`src/rtl/core/ptsf_pkg.sv`:
```
// ----------------------------------------------------------------------------
// ptsf_pkg
// Shared types and constants of the printable text stream filter.
// ----------------------------------------------------------------------------
package ptsf_pkg;

	localparam int ADDR_W = 5;
	localparam int DATA_W = 32;

	typedef enum logic [2:0] {
		REG_SHOW_NP  = 3'd0,
		REG_EOL_MARK = 3'd1,
		REG_SHOW_TAB = 3'd2,
		REG_NUM_MODE = 3'd3,
		REG_SQUEEZE  = 3'd4
	} reg_idx_t;

	localparam logic [1:0] NUM_ALL      = 2'd1;
	localparam logic [1:0] NUM_NONBLANK = 2'd2;

	typedef struct packed {
		logic       show_np;
		logic       dollar_eol;
		logic       show_tab;
		logic [1:0] num_mode;
		logic       squeeze;
	} cfg_t;

	// rendered body of one byte: up to four characters, b[0] first
	typedef struct packed {
		logic [1:0]      cnt_m1;
		logic [3:0][7:0] b;
	} body_t;

	localparam int QUEUE_DEPTH = 4;
	localparam int QPTR_W      = 2;
	localparam int QCNT_W      = 3;

	localparam logic [7:0] CH_NL     = 8'h0A;
	localparam logic [7:0] CH_TAB    = 8'h09;
	localparam logic [7:0] CH_SPACE  = 8'h20;
	localparam logic [7:0] CH_DOLLAR = 8'h24;
	localparam logic [7:0] CH_CARET  = 8'h5E;
	localparam logic [7:0] CH_M      = 8'h4D;
	localparam logic [7:0] CH_DASH   = 8'h2D;
	localparam logic [7:0] CH_QMARK  = 8'h3F;
	localparam logic [7:0] CH_I      = 8'h49;
	localparam logic [7:0] CH_AT     = 8'h40;
	localparam logic [3:0] CH_DIGIT_HI = 4'h3;
	localparam logic [6:0] CH_DEL    = 7'h7F;
	localparam logic [6:0] CH_CTL_END = 7'h20;

endpackage

```
`src/rtl/core/ptsf_front.sv`:
```
// ----------------------------------------------------------------------------
// ptsf_front
// Accepts bytes, tracks line state and counter, renders each byte into a
// queue entry.
// ----------------------------------------------------------------------------
module ptsf_front #(
	parameter int NUMBER_DIGITS = 6
) (
	input  logic                clk,
	input  logic                arst_n,
	input  ptsf_pkg::cfg_t      cfg,
	input  logic                accept,
	input  logic [7:0]          in_byte,
	output logic                enq,
	output logic [4*NUMBER_DIGITS+$bits(ptsf_pkg::body_t):0] enq_data
);
	import ptsf_pkg::*;

	localparam int BW = 4*NUMBER_DIGITS;

	logic [BW-1:0] bcd_q;
	logic [BW-1:0] bcd_inc;
	logic          prev_nl_q;
	logic          prev2_nl_q;
	logic          is_nl;
	logic          drop;
	logic          numbered;
	body_t         body;

	assign is_nl    = (in_byte == CH_NL);
	assign drop     = cfg.squeeze && prev2_nl_q && prev_nl_q && is_nl;
	assign numbered = prev_nl_q && ((cfg.num_mode == NUM_ALL) ||
		((cfg.num_mode == NUM_NONBLANK) && !is_nl));
	assign enq      = accept && !drop;
	assign enq_data = {numbered, bcd_inc, body};

	// saturating decimal increment
	always_comb begin
		logic       carry;
		logic [3:0] d;
		carry   = 1'b1;
		bcd_inc = bcd_q;
		for (int i = 0; i < NUMBER_DIGITS; i++) begin
			d = bcd_q[4*i +: 4];
			if (carry) begin
				if (d == 4'd9) begin
					bcd_inc[4*i +: 4] = 4'd0;
				end else begin
					bcd_inc[4*i +: 4] = d + 4'd1;
					carry = 1'b0;
				end
			end
		end
		if (carry) begin
			bcd_inc = bcd_q;
		end
	end

	always_comb begin
		logic [6:0] v;
		logic       ctl;
		logic [7:0] sec;
		v    = in_byte[6:0];
		ctl  = (v < CH_CTL_END) || (v == CH_DEL);
		sec  = (v == CH_DEL) ? CH_QMARK : ({1'b0, v} + CH_AT);
		body = '0;
		priority if (is_nl) begin
			if (cfg.dollar_eol) begin
				body.b[0]   = CH_DOLLAR;
				body.b[1]   = CH_NL;
				body.cnt_m1 = 2'd1;
			end else begin
				body.b[0] = CH_NL;
			end
		end else if (in_byte == CH_TAB) begin
			if (cfg.show_tab) begin
				body.b[0]   = CH_CARET;
				body.b[1]   = CH_I;
				body.cnt_m1 = 2'd1;
			end else begin
				body.b[0] = CH_TAB;
			end
		end else if (cfg.show_np) begin
			if (in_byte[7]) begin
				body.b[0] = CH_M;
				body.b[1] = CH_DASH;
				if (ctl) begin
					body.b[2]   = CH_CARET;
					body.b[3]   = sec;
					body.cnt_m1 = 2'd3;
				end else begin
					body.b[2]   = {1'b0, v};
					body.cnt_m1 = 2'd2;
				end
			end else if (ctl) begin
				body.b[0]   = CH_CARET;
				body.b[1]   = sec;
				body.cnt_m1 = 2'd1;
			end else begin
				body.b[0] = in_byte;
			end
		end else begin
			body.b[0] = in_byte;
		end
	end

	always_ff @(posedge clk or negedge arst_n) begin
		if (!arst_n) begin
			bcd_q      <= '0;
			prev_nl_q  <= 1'b1;
			prev2_nl_q <= 1'b0;
		end else if (enq) begin
			prev2_nl_q <= prev_nl_q;
			prev_nl_q  <= is_nl;
			if (numbered) begin
				bcd_q <= bcd_inc;
			end
		end
	end

endmodule

```
`src/rtl/core/ptsf_queue.sv`:
```
// ----------------------------------------------------------------------------
// ptsf_queue
// Short register queue between the front and back parts.
// ----------------------------------------------------------------------------
module ptsf_queue #(
	parameter int WIDTH = 8
) (
	input  logic             clk,
	input  logic             arst_n,
	input  logic             wr,
	input  logic [WIDTH-1:0] wr_data,
	output logic             full,
	input  logic             rd,
	output logic             valid,
	output logic [WIDTH-1:0] rd_data
);
	import ptsf_pkg::*;

	logic [WIDTH-1:0]  mem_q [QUEUE_DEPTH];
	logic [QPTR_W-1:0] wr_ptr_q;
	logic [QPTR_W-1:0] rd_ptr_q;
	logic [QCNT_W-1:0] cnt_q;

	assign full    = (cnt_q == QCNT_W'(QUEUE_DEPTH));
	assign valid   = (cnt_q != '0);
	assign rd_data = mem_q[rd_ptr_q];

	always_ff @(posedge clk) begin
		if (wr) begin
			mem_q[wr_ptr_q] <= wr_data;
		end
	end

	always_ff @(posedge clk or negedge arst_n) begin
		if (!arst_n) begin
			wr_ptr_q <= '0;
			rd_ptr_q <= '0;
			cnt_q    <= '0;
		end else begin
			if (wr) begin
				wr_ptr_q <= wr_ptr_q + 1'b1;
			end
			if (rd) begin
				rd_ptr_q <= rd_ptr_q + 1'b1;
			end
			cnt_q <= cnt_q + QCNT_W'(wr) - QCNT_W'(rd);
		end
	end

endmodule

```
`src/rtl/core/ptsf_back.sv`:
```
// ----------------------------------------------------------------------------
// ptsf_back
// Walks a queue entry out one byte per cycle while pop allows: line number and tab when numbered, then body.
// ----------------------------------------------------------------------------
module ptsf_back #(
	parameter int NUMBER_DIGITS = 6
) (
	input  logic       clk,
	input  logic       arst_n,
	input  logic       q_valid,
	input  logic [4*NUMBER_DIGITS+$bits(ptsf_pkg::body_t):0] q_data,
	output logic       q_pop,
	input  logic       pop,
	output logic       empty,
	output logic [7:0] out_byte,
	output logic       last_of_run
);
	import ptsf_pkg::*;

	localparam int BW = 4*NUMBER_DIGITS;
	localparam int SW = $clog2(NUMBER_DIGITS + 5);

	logic                 numbered;
	logic [BW-1:0]        bcd;
	body_t                body;
	logic [SW-1:0]        step_q;
	logic [SW-1:0]        s_eff;
	logic [SW-1:0]        boff;
	logic [NUMBER_DIGITS-1:0] blank;
	logic [3:0]           dsel;
	logic                 bsel;
	logic [7:0]           nxt_byte;
	logic                 nxt_last;
	logic                 adv;
	logic                 out_valid_q;
	logic [7:0]           out_byte_q;
	logic                 out_last_q;

	assign {numbered, bcd, body} = q_data;

	assign s_eff    = numbered ? step_q : (step_q + SW'(NUMBER_DIGITS + 1));
	assign boff     = s_eff - SW'(NUMBER_DIGITS + 1);
	assign nxt_last = (s_eff == (SW'(NUMBER_DIGITS + 1) + SW'(body.cnt_m1)));
	assign adv      = q_valid && (!out_valid_q || pop);
	assign q_pop    = adv && nxt_last;

	assign empty       = !out_valid_q;
	assign out_byte    = out_byte_q;
	assign last_of_run = out_last_q;

	// leading zeros print as blanks, lowest digit always shows
	always_comb begin
		logic seen;
		seen = 1'b0;
		for (int i = NUMBER_DIGITS - 1; i >= 0; i--) begin
			seen     = seen | (bcd[4*i +: 4] != 4'd0) | (i == 0);
			blank[i] = !seen;
		end
	end

	always_comb begin
		dsel = 4'd0;
		bsel = 1'b0;
		for (int i = 0; i < NUMBER_DIGITS; i++) begin
			if (s_eff == SW'(NUMBER_DIGITS - 1 - i)) begin
				dsel = bcd[4*i +: 4];
				bsel = blank[i];
			end
		end
	end

	always_comb begin
		priority if (s_eff < SW'(NUMBER_DIGITS)) begin
			nxt_byte = bsel ? CH_SPACE : {CH_DIGIT_HI, dsel};
		end else if (s_eff == SW'(NUMBER_DIGITS)) begin
			nxt_byte = CH_TAB;
		end else begin
			nxt_byte = body.b[boff[1:0]];
		end
	end

	always_ff @(posedge clk) begin
		if (adv) begin
			out_byte_q <= nxt_byte;
			out_last_q <= nxt_last;
		end
	end

	always_ff @(posedge clk or negedge arst_n) begin
		if (!arst_n) begin
			out_valid_q <= 1'b0;
			step_q      <= '0;
		end else begin
			if (adv) begin
				out_valid_q <= 1'b1;
				step_q      <= nxt_last ? '0 : (step_q + 1'b1);
			end else if (pop) begin
				out_valid_q <= 1'b0;
			end
		end
	end

endmodule

```
`src/rtl/core/printable_text_stream_filter_unit.sv`:
```
// ----------------------------------------------------------------------------
// printable_text_stream_filter_unit
// Caret-notation text filter with optional line numbers and line-end marks.
// ----------------------------------------------------------------------------
// Takes one byte per cycle on the push side whenever the four-entry queue
// between front and back has room; a squeezed newline is taken and leaves
// nothing behind. The back end drains the queue at one output byte per cycle
// while pop allows; an input expands to one output byte if plain, up to four
// for caret/M- forms, plus NUMBER_DIGITS+1 when a line number is printed.
// Configuration is to be written over the APB port only while idle; the block does not enforce it.
module printable_text_stream_filter_unit #(
	parameter int NUMBER_DIGITS = 6
) (
	input  logic                          clk,
	input  logic                          arst_n,
	input  logic                          push,
	output logic                          full,
	input  logic [7:0]                    in_byte,
	output logic                          empty,
	input  logic                          pop,
	output logic [7:0]                    out_byte,
	output logic                          last_of_run,
	input  logic                          psel,
	input  logic                          penable,
	input  logic                          pwrite,
	input  logic [ptsf_pkg::ADDR_W-1:0]   paddr,
	input  logic [ptsf_pkg::DATA_W-1:0]   pwdata,
	output logic [ptsf_pkg::DATA_W-1:0]   prdata,
	output logic                          pready
);
	import ptsf_pkg::*;

	localparam int EW = 4*NUMBER_DIGITS + $bits(body_t) + 1;

	cfg_t          cfg_q;
	logic          cfg_wr;
	reg_idx_t      reg_idx;
	logic          accept;
	logic          enq;
	logic [EW-1:0] enq_data;
	logic          q_full;
	logic          q_valid;
	logic          q_pop;
	logic [EW-1:0] q_data;

	assign pready  = 1'b1;
	assign cfg_wr  = psel && penable && pwrite;
	assign reg_idx = reg_idx_t'(paddr[ADDR_W-1:2]);
	assign full    = q_full;
	assign accept  = push && !q_full;

	always_ff @(posedge clk or negedge arst_n) begin
		if (!arst_n) begin
			cfg_q <= '0;
		end else if (cfg_wr) begin
			unique case (reg_idx)
				REG_SHOW_NP:  cfg_q.show_np    <= pwdata[0];
				REG_EOL_MARK: cfg_q.dollar_eol <= pwdata[0];
				REG_SHOW_TAB: cfg_q.show_tab   <= pwdata[0];
				REG_NUM_MODE: cfg_q.num_mode   <= pwdata[1:0];
				REG_SQUEEZE:  cfg_q.squeeze    <= pwdata[0];
				default: ;
			endcase
		end
	end

	always_comb begin
		unique case (reg_idx)
			REG_SHOW_NP:  prdata = DATA_W'(cfg_q.show_np);
			REG_EOL_MARK: prdata = DATA_W'(cfg_q.dollar_eol);
			REG_SHOW_TAB: prdata = DATA_W'(cfg_q.show_tab);
			REG_NUM_MODE: prdata = DATA_W'(cfg_q.num_mode);
			REG_SQUEEZE:  prdata = DATA_W'(cfg_q.squeeze);
			default:      prdata = '0;
		endcase
	end

	ptsf_front #(
		.NUMBER_DIGITS(NUMBER_DIGITS)
	) u_front (
		.clk     (clk),
		.arst_n  (arst_n),
		.cfg     (cfg_q),
		.accept  (accept),
		.in_byte (in_byte),
		.enq     (enq),
		.enq_data(enq_data)
	);

	ptsf_queue #(
		.WIDTH(EW)
	) u_queue (
		.clk    (clk),
		.arst_n (arst_n),
		.wr     (enq),
		.wr_data(enq_data),
		.full   (q_full),
		.rd     (q_pop),
		.valid  (q_valid),
		.rd_data(q_data)
	);

	ptsf_back #(
		.NUMBER_DIGITS(NUMBER_DIGITS)
	) u_back (
		.clk        (clk),
		.arst_n     (arst_n),
		.q_valid    (q_valid),
		.q_data     (q_data),
		.q_pop      (q_pop),
		.pop        (pop),
		.empty      (empty),
		.out_byte   (out_byte),
		.last_of_run(last_of_run)
	);

endmodule

```
`config.mk`:
```
export PLATFORM = sky130hd
export DESIGN_NAME = printable_text_stream_filter_unit
export DESIGN_NICKNAME = d
export VERILOG_FILES = /design/src/rtl/core/ptsf_pkg.sv /design/src/rtl/core/ptsf_front.sv /design/src/rtl/core/ptsf_queue.sv /design/src/rtl/core/ptsf_back.sv /design/src/rtl/core/printable_text_stream_filter_unit.sv
export SDC_FILE = /design/constraint.sdc
export NUM_CORES = 1
export LEC_CHECK = 0
export ABC_CLOCK_PERIOD_IN_PS = 9100
export BUFFER_PORTS_ARGS = -buffer_cell sky130_fd_sc_hd__buf_2
export CAP_MARGIN = 30
export CORE_MARGIN = 4
export CORE_UTILIZATION = 35
export DETAILED_ROUTE_END_ITERATION = 8
export GPL_TIMING_DRIVEN = 0
export PLACE_DENSITY_LB_ADDON = 0.12
export RECOVER_POWER = 50
export SYNTH_ARGS = -nofsm -noshare
export SYNTH_HDL_FRONTEND = slang
export SYNTH_SLANG_ARGS = --single-unit
export TNS_END_PERCENT = 30
```
`constraint.sdc`:
```
create_clock -name clk -period 9.1 [get_ports clk]
set_input_delay 0 -clock clk [delete_from_list [all_inputs] [get_ports clk]]
set_output_delay 0 -clock clk [all_outputs]
set_load 0.005 [all_outputs]
```
==> results.md <==
* Status: finished with violations
* Violated checks: max-capacitance violations, max-slew violations
* Cells on Worst Hold Path at 3
* Post-route minimum period at 6170 ps
* Placed wire-length estimate at ~27000 um
* Worst-path clk slew at roughly 60 ps
* Die Width at approximately 210 um
* Top post-synthesis cells by area: edfxtp_1 (50%), dfrtp_1 (7.4%), mux4_2 (5.1%), a21oi_1 (3.8%), nand2_1 (3.7%)
* FFs w/ async S/R, synth at 0.1544
* Most frequent cells in the layout: edfxtp_1 (241), nand2_1 (144), a21oi_1 (111), nand3_1 (73), clkbuf_1 (64)
* Routed Antenna Nets at 0
* Yosys top cell by area: edfxtp_1
* Total core area at between 0.04 and 0.05 sq mm
* Placed Area at 0.01557 sq mm
* Worst Tran Pin Value at ~2200 ps
* Total iterations of the first detailed-routing run at 5
* IO Pins at 96
* Synth Flop Type: edfxtp_1
* Slew headroom at -0.4884
* Post-CTS Setup Bufs at 0
* Drt wl/cell at around 21 um
* CP Max Fanout at 10
* DR vias at 10190
* Avg Cell Area, Syn at between 10 and 15 sq um
* Vias per cell at approximately 5.4
* Drt drc at 0
* Resized Gates After CTS at 0
* Sequential share of the synthesized area at 0.5765
* Final setup vio count at 0
* Ant diodes at 0
* Fmax at about 0.16 GHz
* Starting Density at 0.3543
* Area growth from synthesis to layout at 16.27%
* HP Class: in2reg
* Initial antenna violation count at 1
* Layout cells sized above 1 at 0.1557
* Crit path DAT at approximately 6600 ps
* Die span in y at 211.3 um
* Clock latency on the worst-skew pair at 530 ps
* Power Density at between 300 and 400 mW/mm^2
* CP endpoint kind: flip-flop
* Hold-fix buffers, CTS at 22
* Fin Setup TNS at 0 ps
* Tot GR Track Use at 0.1784
* Site row count at 74
* Yosys cell types at a little under 80
* Vias in the first global route at between 9000 and 10000
* WL final at between 40000 and 50000 um
* Sequential share of power at 0.318
* Yosys top cell area share at 0.5003
* Combinational fraction of design power at 0.459
* LEAKAGE at just under 0.006 uW
* Period utilization at 0.6781
* Post-layout instance area at approximately 0.017 sq mm
* Yosys warns at 0
* # Max-Cap Violations at 3
* Num CTS Buffers at 35
* Final Skew at just over 20 ps
* Pins Over Slew Limit at 85
* CTS tree: built
* First-pass GRT wire length at 61350 um
* Maximum root-to-sink buffer count at 3
* CP required at around 9500 ps
* Int Power at ~3500 uW
* Endpoints failing hold at 0
* H-tree depth at 2
* Clock Sinks at 285
* Pin count of the biggest net entering global routing at 53
* Net Sw Frac at 0.4046
* Cells after Synth at around 1200
* Clock power share at 0.224
* Fin nets at between 1000 and 1500
* Number of port buffers at 31
* Die area at roughly 0.045 sq mm
* Synthesis-stage register bit count at ~290
* Commonest non-fill, non-tap cell in the layout: edfxtp_1
* GPL Wtd Cong at around 0.88
* Cells on worst reg2reg path at 21
* Synthesized area at 0.01447 sq mm
* EDFF count, synth at roughly 240
* Clk root buf: clkbuf_16
* Net Switching at ~2300 uW
* Crit Path Category: reg2reg
* Max rail drop VDD at 0.0001881 V
* RSZ-0062 raised after global routing: false
* Total congestion overflow at 0
* Iteration-0 DRC Markers at ~1000
* Crit path launch type: flip-flop
-- registers in the layout, indices dropped and copies added (netlist names) --
signal / cells
u_queue.cnt_q: 3
u_front.prev2_nl_q: 1
u_queue.wr_ptr_q: 2
u_back.out_valid_q: 1
u_back.step_q: 4
u_back.last_of_run: 1
u_front.bcd_q: 24
u_back.out_byte: 8
u_queue.rd_ptr_q: 2
u_front.prev_nl_q: 1
u_queue.mem_q: 232
cfg_q: 6
-- power by group through the flow --
stage	logic (uW)	clock network, uW	registers, uW
final	2660	1300	1840
after global routing	2890	1390	1870
after CTS	2680	1340	1840
after detailed placement	2660	0	1860
after global placement	2620	0	1890
after floorplan	1760	0	1840
-- cell type report --
cell class | count | area (sq um)
inverters | 32 | 120.1
repair buffers | 62 | 483.0
fillers | 3824 | 24010
well taps | 532 | 665.6
clock inverters | 9 | 47.55
clock buffers | 53 | 1016
flip-flops and latches | 285 | 8339
plain buffers | 103 | 556.8
multi-input cells | 818 | 5590
-- worst paths after layout --
check | start | end | slack [ps]
worst max-delay path | u_queue.rd_ptr_q[1] | u_queue.cnt_q[2] | 2930
worst min-delay path | in_byte[2] | u_queue.mem_q[2][18] | 80
worst max register to register | u_queue.rd_ptr_q[1] | u_queue.cnt_q[2] | 2930
worst min register to register | u_front.prev2_nl_q | u_front.prev2_nl_q | 510
max in group asynchronous | arst_n | cfg_q[5] | 7360
min in group asynchronous | arst_n | u_front.bcd_q[14] | 690
-- layer usage --
layer / GRT usage / share of wire / vias to the layer above
met5: 0 / 0.00042 / -
met1: 0.2576 / 0.46 / 5029
li1: - / - / 4754
met3: 0.03275 / 0.066 / 66
met2: 0.2785 / 0.45 / 339
met4: 0.04976 / 0.025 / 2
-- Yosys cell counts (11+ instances only) --
cell	n
edfxtp_1	241
nand2_1	144
a21oi_1	111
nand3_1	73
nor2_1	46
dfrtp_1	43
mux2_2	41
clkbuf_1	38
o21ai_0	38
buf_4	35
mux4_2	33
nor3_1	32
inv_1	28
xnor2_1	20
buf_2	19
mux2i_1	17
and3_1	15
a211oi_1	13
ha_1	13
nand4_1	13
and2_1	12
xor2_1	12
a22oi_1	11
o22ai_1	11
-- logic make-up after synthesis --
kind of cell | synth area share
flops | 0.5765
simple gates | 0.1352
buf+inv | 0.04680
fa+ha+maj | 0.01263
other cells | 0.0005192
compound gates | 0.09904
mux | 0.1069
xor+xnor | 0.02240
-- stage by stage --
| step | utilization | cells | power, uW | setup slack [ps] | hold slack, ps |
|---|---|---|---|---|---|
| after floorplan | - | 1238 | 3609 | 4775 | -295.6 |
| after global placement | 0.3778 | 1801 | 4506 | 2981 | 199.5 |
| after global routing | 0.4119 | 1894 | 6151 | 2539 | 85.23 |
| final | 0.4119 | 1894 | 5801 | 2930 | 80.61 |
| after CTS | 0.4129 | 1894 | 5856 | 2917 | 13.22 |
| after detailed placement | 0.3814 | 1810 | 4527 | 2967 | -26.74 |
-- critical path, stage by stage (launching register included) --
cell and delay [ps]:
dfrtp_1 320, buf_2 220, buf_2 360, buf_2 370, clkbuf_1 610, buf_1 560
buf_2 450, mux4_2 360, inv_1 90, ha_1 280, nor2b_1 160, a222oi_1 110
o21ai_0 200, nor4b_4 510, and2_4 310, ha_1 240, inv_1 50, ha_1 120
inv_1 50, fa_1 370, xnor2_1 180, xnor2_1 140
(Power assumes the default switching activity.)
